--- src/fmms_pkg.sv ---
`timescale 1ns / 1ps
`default_nettype none
// ----------------------------------------------------------------------------
// fmms_pkg
// Shared types and constants for the flight mission mode sequencer.
// ----------------------------------------------------------------------------
package fmms_pkg;

  // Tick counter width; elapsed time wraps at this width
  localparam int TICK_WIDTH = 32;
  localparam int WAIT_WIDTH = 32;
  localparam int CFG_INDEX_WIDTH = 2;
  localparam int CFG_DATA_WIDTH = 32;

  // Configuration register indexes
  localparam logic [CFG_INDEX_WIDTH-1:0] CFG_TAKEOFF_WAIT = 2'd0;
  localparam logic [CFG_INDEX_WIDTH-1:0] CFG_SEARCH_WAIT  = 2'd1;
  localparam logic [CFG_INDEX_WIDTH-1:0] CFG_MISSING_WAIT = 2'd2;
  localparam logic [CFG_INDEX_WIDTH-1:0] CFG_LANDING_WAIT = 2'd3;

  // Configuration reset values
  localparam logic [WAIT_WIDTH-1:0] TAKEOFF_WAIT_RST = 32'd3000;
  localparam logic [WAIT_WIDTH-1:0] SEARCH_WAIT_RST  = 32'd10000;
  localparam logic [WAIT_WIDTH-1:0] MISSING_WAIT_RST = 32'd5000;
  localparam logic [WAIT_WIDTH-1:0] LANDING_WAIT_RST = 32'd5000;

  // Command codes (meaning depends on mode)
  localparam logic [1:0] CMD_NONE    = 2'd0;
  localparam logic [1:0] CMD_TAKEOFF = 2'd1;
  localparam logic [1:0] CMD_DISCONN = 2'd2;
  localparam logic [1:0] CMD_SEARCH  = 2'd1;
  localparam logic [1:0] CMD_LAND    = 2'd2;

  // Tracker status codes
  localparam logic [1:0] TRK_NONE     = 2'd0;
  localparam logic [1:0] TRK_FOUND    = 2'd1;
  localparam logic [1:0] TRK_MISSED   = 2'd2;
  localparam logic [1:0] TRK_CAPTURED = 2'd3;

  // Tracker direction codes
  localparam logic [1:0] DIR_HOLD    = 2'd0;
  localparam logic [1:0] DIR_FORWARD = 2'd1;
  localparam logic [1:0] DIR_LEFT    = 2'd2;
  localparam logic [1:0] DIR_RIGHT   = 2'd3;

  // Drive levels, percent
  localparam logic signed [7:0] DRIVE_POS  = 8'sd100;
  localparam logic signed [7:0] DRIVE_NEG  = -8'sd100;
  localparam logic signed [7:0] DRIVE_ZERO = 8'sd0;

  typedef enum logic [3:0] {
    MODE_START    = 4'd0,
    MODE_READY    = 4'd1,
    MODE_TAKEOFF  = 4'd2,
    MODE_HOVER    = 4'd3,
    MODE_SEARCH   = 4'd4,
    MODE_TRACK    = 4'd5,
    MODE_MISSING  = 4'd6,
    MODE_LANDING  = 4'd7,
    MODE_FINISHED = 4'd8
  } mode_t;

  typedef struct packed {
    logic [WAIT_WIDTH-1:0] takeoff_wait;
    logic [WAIT_WIDTH-1:0] search_wait;
    logic [WAIT_WIDTH-1:0] missing_wait;
    logic [WAIT_WIDTH-1:0] landing_wait;
  } cfg_t;

  typedef struct packed {
    logic                  param_valid;
    logic                  connected;
    logic [1:0]            command;
    logic                  target_found;
    logic [1:0]            track_status;
    logic [1:0]            track_direction;
    logic [TICK_WIDTH-1:0] now_tick;
    logic [TICK_WIDTH-1:0] mode_start_tick;
  } step_t;

  typedef struct packed {
    logic              move_flag;
    logic signed [7:0] pitch_cmd;
    logic signed [7:0] yaw_cmd;
    logic signed [7:0] climb_cmd;
  } drive_t;

  typedef struct packed {
    mode_t  mode;
    drive_t drive;
    logic   takeoff_pulse;
    logic   land_pulse;
  } result_t;

  localparam drive_t DRIVE_IDLE = '{move_flag: 1'b0, pitch_cmd: DRIVE_ZERO,
                                    yaw_cmd: DRIVE_ZERO, climb_cmd: DRIVE_ZERO};

endpackage : fmms_pkg
`default_nettype wire

--- src/fmms_if.sv ---
`timescale 1ns / 1ps
`default_nettype none
// ----------------------------------------------------------------------------
// fmms_if
// Valid/ready channels for sequencer steps and sequencer results.
// ----------------------------------------------------------------------------
interface fmms_step_if;
  import fmms_pkg::*;

  logic                  valid;
  logic                  ready;
  logic                  param_valid;
  logic                  connected;
  logic [1:0]            command;
  logic                  target_found;
  logic [1:0]            track_status;
  logic [1:0]            track_direction;
  logic [TICK_WIDTH-1:0] now_tick;
  logic [TICK_WIDTH-1:0] mode_start_tick;

  modport source (
    output valid, param_valid, connected, command, target_found,
           track_status, track_direction, now_tick, mode_start_tick,
    input  ready
  );

  modport sink (
    input  valid, param_valid, connected, command, target_found,
           track_status, track_direction, now_tick, mode_start_tick,
    output ready
  );
endinterface : fmms_step_if

interface fmms_result_if;
  logic              valid;
  logic              ready;
  logic [3:0]        mode;
  logic              move_flag;
  logic signed [7:0] pitch_cmd;
  logic signed [7:0] yaw_cmd;
  logic signed [7:0] climb_cmd;
  logic              takeoff_pulse;
  logic              land_pulse;

  modport source (
    output valid, mode, move_flag, pitch_cmd, yaw_cmd, climb_cmd,
           takeoff_pulse, land_pulse,
    input  ready
  );

  modport sink (
    input  valid, mode, move_flag, pitch_cmd, yaw_cmd, climb_cmd,
           takeoff_pulse, land_pulse,
    output ready
  );
endinterface : fmms_result_if
`default_nettype wire

--- src/fmms_cfg.sv ---
`timescale 1ns / 1ps
`default_nettype none
// ----------------------------------------------------------------------------
// fmms_cfg
// Wait-time configuration registers, written through a plain write port.
// ----------------------------------------------------------------------------
module fmms_cfg
  import fmms_pkg::*;
(
  input  wire logic                       clk,
  input  wire logic                       rst,
  input  wire logic                       cfg_we,
  input  wire logic [CFG_INDEX_WIDTH-1:0] cfg_index,
  input  wire logic [CFG_DATA_WIDTH-1:0]  cfg_data,
  output cfg_t                            cfg
);

  // Register file with reset defaults
  always_ff @(posedge clk) begin
    if (rst) begin
      cfg.takeoff_wait <= TAKEOFF_WAIT_RST;
      cfg.search_wait  <= SEARCH_WAIT_RST;
      cfg.missing_wait <= MISSING_WAIT_RST;
      cfg.landing_wait <= LANDING_WAIT_RST;
    end else if (cfg_we) begin
      case (cfg_index)
        CFG_TAKEOFF_WAIT: cfg.takeoff_wait <= cfg_data[WAIT_WIDTH-1:0];
        CFG_SEARCH_WAIT:  cfg.search_wait  <= cfg_data[WAIT_WIDTH-1:0];
        CFG_MISSING_WAIT: cfg.missing_wait <= cfg_data[WAIT_WIDTH-1:0];
        CFG_LANDING_WAIT: cfg.landing_wait <= cfg_data[WAIT_WIDTH-1:0];
        default: ;
      endcase
    end
  end

endmodule : fmms_cfg
`default_nettype wire

--- src/fmms_core.sv ---
`timescale 1ns / 1ps
`default_nettype none
// ----------------------------------------------------------------------------
// fmms_core
// Mode register, drive latches and the per-step update logic.
// ----------------------------------------------------------------------------
module fmms_core
  import fmms_pkg::*;
(
  input  wire logic  clk,
  input  wire logic  rst,
  input  wire logic  go,      // registered step is consumed this cycle
  input  step_t      step,
  input  cfg_t       cfg,
  output result_t    result   // combinational outcome of this step
);

  mode_t                 mode;
  mode_t                 mode_next;
  drive_t                drive;
  drive_t                drive_next;
  logic                  takeoff_pulse;
  logic                  land_pulse;
  logic [TICK_WIDTH-1:0] elapsed;
  logic [WAIT_WIDTH-1:0] wait_sel;
  logic                  timed_out;

  // Elapsed time, wrapping; compare against the wait of the current mode
  assign elapsed = step.now_tick - step.mode_start_tick;

  always_comb begin
    case (mode)
      MODE_TAKEOFF: wait_sel = cfg.takeoff_wait;
      MODE_SEARCH:  wait_sel = cfg.search_wait;
      MODE_MISSING: wait_sel = cfg.missing_wait;
      MODE_LANDING: wait_sel = cfg.landing_wait;
      default:      wait_sel = cfg.landing_wait;
    endcase
  end

  assign timed_out = ({{(64-TICK_WIDTH){1'b0}}, elapsed} >=
                      {{(64-WAIT_WIDTH){1'b0}}, wait_sel});

  // Next mode
  always_comb begin
    mode_next = mode;
    if (step.param_valid) begin
      case (mode)
        MODE_START:
          if (step.connected) mode_next = MODE_READY;
        MODE_READY:
          if (step.command == CMD_TAKEOFF) mode_next = MODE_TAKEOFF;
          else if (step.command == CMD_DISCONN) mode_next = MODE_FINISHED;
        MODE_TAKEOFF:
          if (timed_out) mode_next = MODE_HOVER;
        MODE_HOVER:
          if (step.command == CMD_SEARCH) mode_next = MODE_SEARCH;
          else if (step.command == CMD_LAND) mode_next = MODE_LANDING;
        MODE_SEARCH:
          if (step.target_found) mode_next = MODE_TRACK;
          else if (timed_out) mode_next = MODE_HOVER;
        MODE_TRACK:
          if (step.track_status == TRK_MISSED) mode_next = MODE_MISSING;
          else if (step.track_status == TRK_CAPTURED) mode_next = MODE_SEARCH;
        MODE_MISSING:
          if (step.target_found) mode_next = MODE_TRACK;
          else if (timed_out) mode_next = MODE_SEARCH;
        MODE_LANDING:
          if (timed_out) mode_next = MODE_READY;
        default: ;
      endcase
    end
  end

  // Drive latches and request pulses
  always_comb begin
    drive_next    = drive;
    takeoff_pulse = 1'b0;
    land_pulse    = 1'b0;
    if (step.param_valid) begin
      case (mode)
        MODE_READY:
          takeoff_pulse = (step.command == CMD_TAKEOFF);
        MODE_TAKEOFF:
          if (timed_out) drive_next = DRIVE_IDLE;
          else drive_next.climb_cmd = DRIVE_POS;
        MODE_HOVER:
          if (step.command == CMD_NONE) drive_next = DRIVE_IDLE;
          else if (step.command == CMD_LAND) land_pulse = 1'b1;
        MODE_SEARCH:
          if (step.target_found) drive_next = DRIVE_IDLE;
          else if (!timed_out) drive_next.yaw_cmd = DRIVE_POS;
        MODE_TRACK:
          if (step.track_status == TRK_FOUND) begin
            case (step.track_direction)
              DIR_HOLD:    drive_next = DRIVE_IDLE;
              DIR_FORWARD: begin
                drive_next.move_flag = 1'b1;
                drive_next.pitch_cmd = DRIVE_POS;
              end
              DIR_LEFT:    drive_next.yaw_cmd = DRIVE_NEG;
              DIR_RIGHT:   drive_next.yaw_cmd = DRIVE_POS;
              default:     drive_next = drive;
            endcase
          end else begin
            drive_next = DRIVE_IDLE;
          end
        MODE_MISSING:
          drive_next = DRIVE_IDLE;
        default: ;
      endcase
    end
  end

  // State registers
  always_ff @(posedge clk) begin
    if (rst) begin
      mode  <= MODE_START;
      drive <= DRIVE_IDLE;
    end else if (go) begin
      mode  <= mode_next;
      drive <= drive_next;
    end
  end

  assign result.mode          = mode_next;
  assign result.drive         = drive_next;
  assign result.takeoff_pulse = takeoff_pulse;
  assign result.land_pulse    = land_pulse;

  // A pulse only comes with the transition it requests
  a_takeoff_from_ready: assert property (@(posedge clk) disable iff (rst)
    result.takeoff_pulse |-> (mode == MODE_READY && mode_next == MODE_TAKEOFF))
    else $error("takeoff pulse without ready to takeoff transition");

  a_land_from_hover: assert property (@(posedge clk) disable iff (rst)
    result.land_pulse |-> (mode == MODE_HOVER && mode_next == MODE_LANDING))
    else $error("land pulse without hover to landing transition");

  // State only moves when a step is consumed
  a_hold_when_idle: assert property (@(posedge clk) disable iff (rst)
    !go |=> ($stable(mode) && $stable(drive)))
    else $error("state changed without a step");

endmodule : fmms_core
`default_nettype wire

--- src/flight_mission_mode_sequencer_unit.sv ---
`timescale 1ns / 1ps
`default_nettype none
// ----------------------------------------------------------------------------
// flight_mission_mode_sequencer_unit
// Drone mission mode sequencer: one step in, one mode/drive result out.
// ----------------------------------------------------------------------------
// Usage:
//   step   - valid/ready channel carrying one sequencer step per transaction.
//   result - valid/ready channel returning exactly one result per step: the
//            mode after the step, the latched drive values and the take-off
//            and land request pulses.
//   cfg_*  - write port for the four wait registers (index 0..3); write only
//            while no step is in flight.
// Path: an accepted step is held in the input register, then passes the update
// logic into the result register, where its result transaction is offered.
// Throughput: one step per cycle while the result sink holds ready high; the
// only loop is the update of the mode register and drive latches.
// Reset: the mode returns to start, drive latches clear, waits take their
// defaults and both stages empty.
// Stall: when the result sink holds ready low, the result register and the
// input register each keep one step; step.ready falls once both are full.
// ----------------------------------------------------------------------------
module flight_mission_mode_sequencer_unit
  import fmms_pkg::*;
(
  input  wire logic                       clk,
  input  wire logic                       rst,
  fmms_step_if.sink                       step,
  fmms_result_if.source                   result,
  input  wire logic                       cfg_we,
  input  wire logic [CFG_INDEX_WIDTH-1:0] cfg_index,
  input  wire logic [CFG_DATA_WIDTH-1:0]  cfg_data
);

  cfg_t    cfg;
  step_t   in_item;
  logic    in_vld;
  result_t core_result;
  result_t out_item;
  logic    out_vld;
  logic    advance;

  fmms_cfg u_cfg (
    .clk       (clk),
    .rst       (rst),
    .cfg_we    (cfg_we),
    .cfg_index (cfg_index),
    .cfg_data  (cfg_data),
    .cfg       (cfg)
  );

  // Pipeline control
  assign advance    = in_vld && (!out_vld || result.ready);
  assign step.ready = !in_vld || advance;

  // Input register
  always_ff @(posedge clk) begin
    if (rst) begin
      in_vld <= 1'b0;
    end else if (step.ready) begin
      in_vld <= step.valid;
    end
  end

  always_ff @(posedge clk) begin
    if (step.valid && step.ready) begin
      in_item.param_valid     <= step.param_valid;
      in_item.connected       <= step.connected;
      in_item.command         <= step.command;
      in_item.target_found    <= step.target_found;
      in_item.track_status    <= step.track_status;
      in_item.track_direction <= step.track_direction;
      in_item.now_tick        <= step.now_tick;
      in_item.mode_start_tick <= step.mode_start_tick;
    end
  end

  fmms_core u_core (
    .clk    (clk),
    .rst    (rst),
    .go     (advance),
    .step   (in_item),
    .cfg    (cfg),
    .result (core_result)
  );

  // Result register
  always_ff @(posedge clk) begin
    if (rst) begin
      out_vld <= 1'b0;
    end else if (advance) begin
      out_vld <= 1'b1;
    end else if (result.ready) begin
      out_vld <= 1'b0;
    end
  end

  always_ff @(posedge clk) begin
    if (advance) begin
      out_item <= core_result;
    end
  end

  assign result.valid         = out_vld;
  assign result.mode          = out_item.mode;
  assign result.move_flag     = out_item.drive.move_flag;
  assign result.pitch_cmd     = out_item.drive.pitch_cmd;
  assign result.yaw_cmd       = out_item.drive.yaw_cmd;
  assign result.climb_cmd     = out_item.drive.climb_cmd;
  assign result.takeoff_pulse = out_item.takeoff_pulse;
  assign result.land_pulse    = out_item.land_pulse;

  // Both stages are empty right after reset
  a_reset_empty: assert property (@(posedge clk)
    rst |=> (!in_vld && !out_vld))
    else $error("pipeline not empty after reset");

  // A consumed step always lands in the result register
  a_advance_fills: assert property (@(posedge clk) disable iff (rst)
    advance |=> out_vld)
    else $error("result lost after advance");

  // Never both request pulses in one result
  a_pulse_exclusive: assert property (@(posedge clk) disable iff (rst)
    out_vld |-> !(out_item.takeoff_pulse && out_item.land_pulse))
    else $error("takeoff and land pulses together");

endmodule : flight_mission_mode_sequencer_unit
`default_nettype wire
--- src/flat_wrapper.sv ---
// flat-port wrapper written by rule: the top's interface ports become plain ports
module flight_mission_mode_sequencer_unit_flat import fmms_pkg::*;
  (clk, rst, cfg_we, cfg_index, cfg_data, step_valid, step_param_valid, step_connected, step_command, step_target_found, step_track_status, step_track_direction, step_now_tick, step_mode_start_tick, step_ready, result_valid, result_mode, result_move_flag, result_pitch_cmd, result_yaw_cmd, result_climb_cmd, result_takeoff_pulse, result_land_pulse, result_ready);
  fmms_step_if step_i ();
  fmms_result_if result_i ();
  input  wire logic clk;
  input  wire logic rst;
  input  wire logic cfg_we;
  input  wire logic [CFG_INDEX_WIDTH-1:0] cfg_index;
  input  wire logic [CFG_DATA_WIDTH-1:0] cfg_data;
  input wire logic [$bits(step_i.valid)-1:0] step_valid;
  input wire logic [$bits(step_i.param_valid)-1:0] step_param_valid;
  input wire logic [$bits(step_i.connected)-1:0] step_connected;
  input wire logic [$bits(step_i.command)-1:0] step_command;
  input wire logic [$bits(step_i.target_found)-1:0] step_target_found;
  input wire logic [$bits(step_i.track_status)-1:0] step_track_status;
  input wire logic [$bits(step_i.track_direction)-1:0] step_track_direction;
  input wire logic [$bits(step_i.now_tick)-1:0] step_now_tick;
  input wire logic [$bits(step_i.mode_start_tick)-1:0] step_mode_start_tick;
  output wire logic [$bits(step_i.ready)-1:0] step_ready;
  output wire logic [$bits(result_i.valid)-1:0] result_valid;
  output wire logic [$bits(result_i.mode)-1:0] result_mode;
  output wire logic [$bits(result_i.move_flag)-1:0] result_move_flag;
  output wire logic [$bits(result_i.pitch_cmd)-1:0] result_pitch_cmd;
  output wire logic [$bits(result_i.yaw_cmd)-1:0] result_yaw_cmd;
  output wire logic [$bits(result_i.climb_cmd)-1:0] result_climb_cmd;
  output wire logic [$bits(result_i.takeoff_pulse)-1:0] result_takeoff_pulse;
  output wire logic [$bits(result_i.land_pulse)-1:0] result_land_pulse;
  input wire logic [$bits(result_i.ready)-1:0] result_ready;
  assign step_i.valid = step_valid;
  assign step_i.param_valid = step_param_valid;
  assign step_i.connected = step_connected;
  assign step_i.command = step_command;
  assign step_i.target_found = step_target_found;
  assign step_i.track_status = step_track_status;
  assign step_i.track_direction = step_track_direction;
  assign step_i.now_tick = step_now_tick;
  assign step_i.mode_start_tick = step_mode_start_tick;
  assign step_ready = step_i.ready;
  assign result_valid = result_i.valid;
  assign result_mode = result_i.mode;
  assign result_move_flag = result_i.move_flag;
  assign result_pitch_cmd = result_i.pitch_cmd;
  assign result_yaw_cmd = result_i.yaw_cmd;
  assign result_climb_cmd = result_i.climb_cmd;
  assign result_takeoff_pulse = result_i.takeoff_pulse;
  assign result_land_pulse = result_i.land_pulse;
  assign result_i.ready = result_ready;
  flight_mission_mode_sequencer_unit u_core (.clk(clk), .rst(rst), .step(step_i), .result(result_i), .cfg_we(cfg_we), .cfg_index(cfg_index), .cfg_data(cfg_data));
endmodule
--- config.mk ---
export PLATFORM = sky130hd
export DESIGN_NAME = flight_mission_mode_sequencer_unit_flat
export DESIGN_NICKNAME = d
export VERILOG_FILES = /design/src/fmms_pkg.sv /design/src/fmms_if.sv /design/src/fmms_cfg.sv /design/src/fmms_core.sv /design/src/flight_mission_mode_sequencer_unit.sv /design/src/flat_wrapper.sv
export SDC_FILE = /design/constraint.sdc
export NUM_CORES = 1
export LEC_CHECK = 0
export ABC_AREA = 1
export BUFFER_PORTS_ARGS = -buffer_cell sky130_fd_sc_hd__buf_2
export CAP_MARGIN = 20
export CORE_ASPECT_RATIO = 1.2
export CORE_UTILIZATION = 60
export CTS_CLUSTER_SIZE = 16
export DETAILED_ROUTE_END_ITERATION = 10
export PLACE_DENSITY = 0.85
export RECOVER_POWER = 25
export SETUP_SLACK_MARGIN = 0.4
export SYNTH_ARGS = -nofsm -noshare
export SYNTH_HDL_FRONTEND = slang
export SYNTH_SLANG_ARGS = --single-unit
--- constraint.sdc ---
create_clock -name clk -period 6.9 [get_ports clk]
set_input_delay 0.69 -clock clk [delete_from_list [all_inputs] [get_ports clk]]
set_output_delay 0.69 -clock clk [all_outputs]
set_load 0.02 [all_outputs]
==> out/results.tsv <==
stage	metric	value	unit
global_route	routing usage on met3	4.42	%
placement	dpl cell area	0.0135	sq mm
sta	Worst Hold Slack	0.330	ns
logic_synthesis	Post-Syn Nets	1691	
clocking	root buffer cell	clkbuf_16	
sta	worst-case clock skew	0.0183	ns
logic_synthesis	post-synthesis average cell area	8.31	sq um
global_route	Global Route Usage Sum	27.8	%
sta	Final Max Tran Viols	67	
run	max-cap violation count	2	
clocking	CTS tree	done	
detailed_routing	WL final	30200	um
logic_synthesis	synthesized cell area	0.0126	sq mm
clocking	Hold Buf Count CTS	0	
pwr	peak supply drop	249	uV
pwr	Pleak	6.50	nW
detailed_routing	ANT nets after route	0	
detailed_routing	DR pass1 iterations	5	
final_layout	Sequential Area	0.00631	sq mm
floorplanning	Die Ht	161	um
status	violated checks	capacitance limit, slew limit	
clocking	H-tree lvl count	1	
sta	Final setup viols	0	
logic_synthesis	Synth warnings	0	
sta	Worst Max-Slew Pin Slew	1.63	ns
floorplanning	Die Area	0.0216	sq mm
detailed_routing	Via density	5.64	
final_layout	Fillers	1595	
setup_path	worst setup path end	u_core.u_core.drive[12]$_SDFFE_PP0P_	
final_layout	Final Util	70.6	%
floorplanning	die width	134	um
clocking	cts bufs inserted	26	
detailed_routing	DR iter-0 viols	906	
sta	setup TNS	0	ns
sta	Final Cycle Share	66.4	%
setup_path	Worst Reg-to-Reg Cells	20	
setup_path	Critical Path Source	u_core.u_core.mode[1]$_SDFFE_PP0P_	
global_route	layer with the highest usage	met2	
global_route	global-route wire length before repair	48300	um
status	outcome	finished with violations	
clocking	Num Clock Sinks	263	
sta	slew margin rel.	-8.76	%
clocking	postcts setup bufs	0	
detailed_routing	vias after detailed routing	10870	
floorplanning	Initial Util	61.7	%
sta	Max Fclk	218	MHz
placement	gpl congestion	0.933	
sta	min Tclk post-route	4.58	ns
clocking	clock slew at reported path FFs	0.06	ns
hold_path	Worst Hold Class	in2reg	
global_route	antenna violations before repair	2	
setup_path	CP required	7.31	ns
clocking	CTS Buffer Depth	3	
setup_path	Worst Path Class, Setup	reg2reg	
clocking	worst skew pair latency	0.53	ns
logic_synthesis	register area share after synthesis	50.1	%
global_route	largest net degree at the start of global routing	98	
setup_path	crit path launch type	register	
global_route	remaining global-route overflow	0	
setup_path	CP Max Fanout	34	
floorplanning	Core Region	0.0204	sq mm
final_layout	final instance area	0.0144	sq mm
placement	Port-buffer cells	144	
logic_synthesis	synthesized flop and latch total	263	
setup_path	WP data arrival	5.00	ns
detailed_routing	number of remaining DRC errors	0	
setup_path	Reg-to-Reg Start	u_core.u_core.mode[1]$_SDFFE_PP0P_	
sta	Final Hold Vio Count	0	
global_route	met2 usage	49.4	%
logic_synthesis	Yosys cell types	49	
final_layout	Area Growth Syn to Fin	14.3	%
final_layout	most frequent cells in the layout	nand2_1 (271), nor2_1 (259), dfxtp_1 (159)	
clocking	CTS resizes	0	
detailed_routing	DR WL/cell	15.6	um
placement	HPWL Detailed	20300	um
final_layout	nets	1817	
pwr	Pwr per Cell Area	266	mW/mm^2
final_layout	layout cells sized above 1	13.7	%
sta	RSZ-0062 raised after global routing	no	
final_layout	footprint of the multi-input gates	0.00552	sq mm
setup_path	Reg2Reg Setup Slack	2.32	ns
logic_synthesis	cell count after synthesis	1515	
floorplanning	Ports	145	
floorplanning	row count	57	
setup_path	reg2reg end	u_core.u_core.drive[12]$_SDFFE_PP0P_	
final_layout	most common cell after layout, fill and taps aside	nand2_1	
setup_path	Setup crit end kind	register	
global_route	vias in the first global route	10350	
global_route	M1 GR Usage	33.2	%
sequential cells by signal, summed over array words and instances, names as in the netlist:
name	count
u_core.u_cfg.cfg	128
u_core.in_item	73
u_core.u_core.drive	25
u_core.result.climb_cmd	8
u_core.result.pitch_cmd	8
u_core.result.yaw_cmd	8
u_core.result.mode	4
u_core.u_core.mode	4
u_core.in_vld	1
u_core.result.land_pulse	1
u_core.result.move_flag	1
u_core.result.takeoff_pulse	1
u_core.result.valid	1
power breakdown:
part	leakage (nW)	switching, mW	total (mW)	internal, mW
sequential	2.31	0.0361	1.74	1.70
clock	0.433	0.582	1.44	0.862
combinational	3.76	0.418	0.652	0.234
per-stage QoR:
step | worst slack [ns] | power [mW] | cells
finish | 2.32 | 3.83 | 1929
global route | 1.87 | 4.00 | 1926
CTS | 2.48 | 3.84 | 1926
detailed placement | 2.56 | 2.41 | 1878
global placement | 2.69 | 2.38 | 1878
floorplan | 3.32 | 2.22 | 1515
worst max-delay path, stage by stage (launching register included):
cell      delay, ns
dfxtp_1        0.56
nand3_1        0.18
nor2_2         0.14
inv_2          0.04
nand2_1        0.65
buf_4          0.48
nand2_1        0.09
o22ai_1        0.40
ha_1           0.34
a21oi_1        0.16
o21ai_0        0.09
a21oi_1        0.16
nand2_1        0.12
nand2_1        0.20
nand2_1        0.15
nand2_1        0.11
nand2_1        0.10
o21bai_1       0.20
nand3_1        0.12
nand2_1        0.10
inv_1          0.05
worst min path at each step:
| stage | endpoint | depth (start not counted) | slack, ns | startpoint |
|---|---|---|---|---|
| 2_1_floorplan | u_core.u_core.drive[8]$_SDFFE_PP0P_ | 2 | 0.42 | u_core.u_core.drive[8]$_SDFFE_PP0P_ |
| 3_3_place_gp | u_core.u_core.drive[8]$_SDFFE_PP0P_ | 2 | 0.43 | u_core.u_core.drive[8]$_SDFFE_PP0P_ |
| 3_5_place_dp | u_core.u_core.drive[9]$_SDFFE_PP0P_ | 2 | 0.43 | u_core.u_core.drive[9]$_SDFFE_PP0P_ |
| 4_1_cts | u_core.in_item[35]$_DFFE_PP_ | 1 | 0.31 | step_now_tick[3] |
| 5_1_grt | u_core.in_item[35]$_DFFE_PP_ | 1 | 0.31 | step_now_tick[3] |
| 6_report | u_core.in_item[3]$_DFFE_PP_ | 1 | 0.33 | step_mode_start_tick[3] |
routing by layer:
| layer | vias up | share of wire, % | routed length [um] |
|---|---|---|---|
| li1 | 5331 | - | - |
| met1 | 5041 | 40 | 12100 |
| met2 | 418 | 50 | 15000 |
| met3 | 80 | 6.7 | 2020 |
| met4 | 0 | 3.5 | 1060 |
| met5 | - | 0 | 0 |
Yosys cell counts (all sizes together):
library cell / number / area share (%)
a2111oi: 1 / 0.070
a211oi: 2 / 0.12
a21boi: 4 / 0.24
a21o: 7 / 0.42
a21oi: 76 / 3.1
a221oi: 6 / 0.42
a22o: 25 / 1.7
a31oi: 4 / 0.20
a41oi: 1 / 0.070
and2: 1 / 0.050
buf: 7 / 0.26
clkbuf: 52 / 1.6
clkinv: 1 / 0.030
dfxtp: 159 / 25
edfxtp: 104 / 25
fa: 1 / 0.16
ha: 63 / 6.3
inv: 143 / 4.3
nand2: 277 / 8.4
nand3: 64 / 2.5
nand3b: 1 / 0.060
nand4: 6 / 0.30
nor2: 267 / 8.3
nor3: 17 / 0.84
nor4: 3 / 0.15
o211ai: 2 / 0.16
o21a: 3 / 0.18
o21ai: 153 / 6.2
o21bai: 4 / 0.27
o221ai: 2 / 0.14
o22ai: 28 / 1.4
o32ai: 1 / 0.070
or2: 1 / 0.050
xnor2: 8 / 0.56
xor2: 21 / 1.5
kinds of logic (layout without fill, tap and decap cells):
| kind of cell | Yosys count | in the layout | share of synthesized area (%) |
|---|---|---|---|
| AO/OA/AOI/OAI | 319 | 319 | 14.7 |
| XOR/XNOR | 29 | 29 | 2.02 |
| adder cells (fa/ha/maj) | 64 | 64 | 6.42 |
| buffers and inverters | 203 | 349 | 6.10 |
| flip-flops | 263 | 263 | 50.1 |
| other | 0 | 3 | 0 |
| AND/OR/NAND/NOR | 637 | 637 | 20.7 |
area by class of cell:
type,instances,share of cell area [%]
Sequential cell,263,43.8
Multi-Input combinational cell,1049,38.4
Clock buffer,37,5.17
Tap cell,265,2.30
Inverter,144,3.76
Clock inverter,11,0.895
Antenna cell,3,0.0522
Timing Repair Buffer,157,5.63
Note: power is estimated with default switching activity, not from simulation.
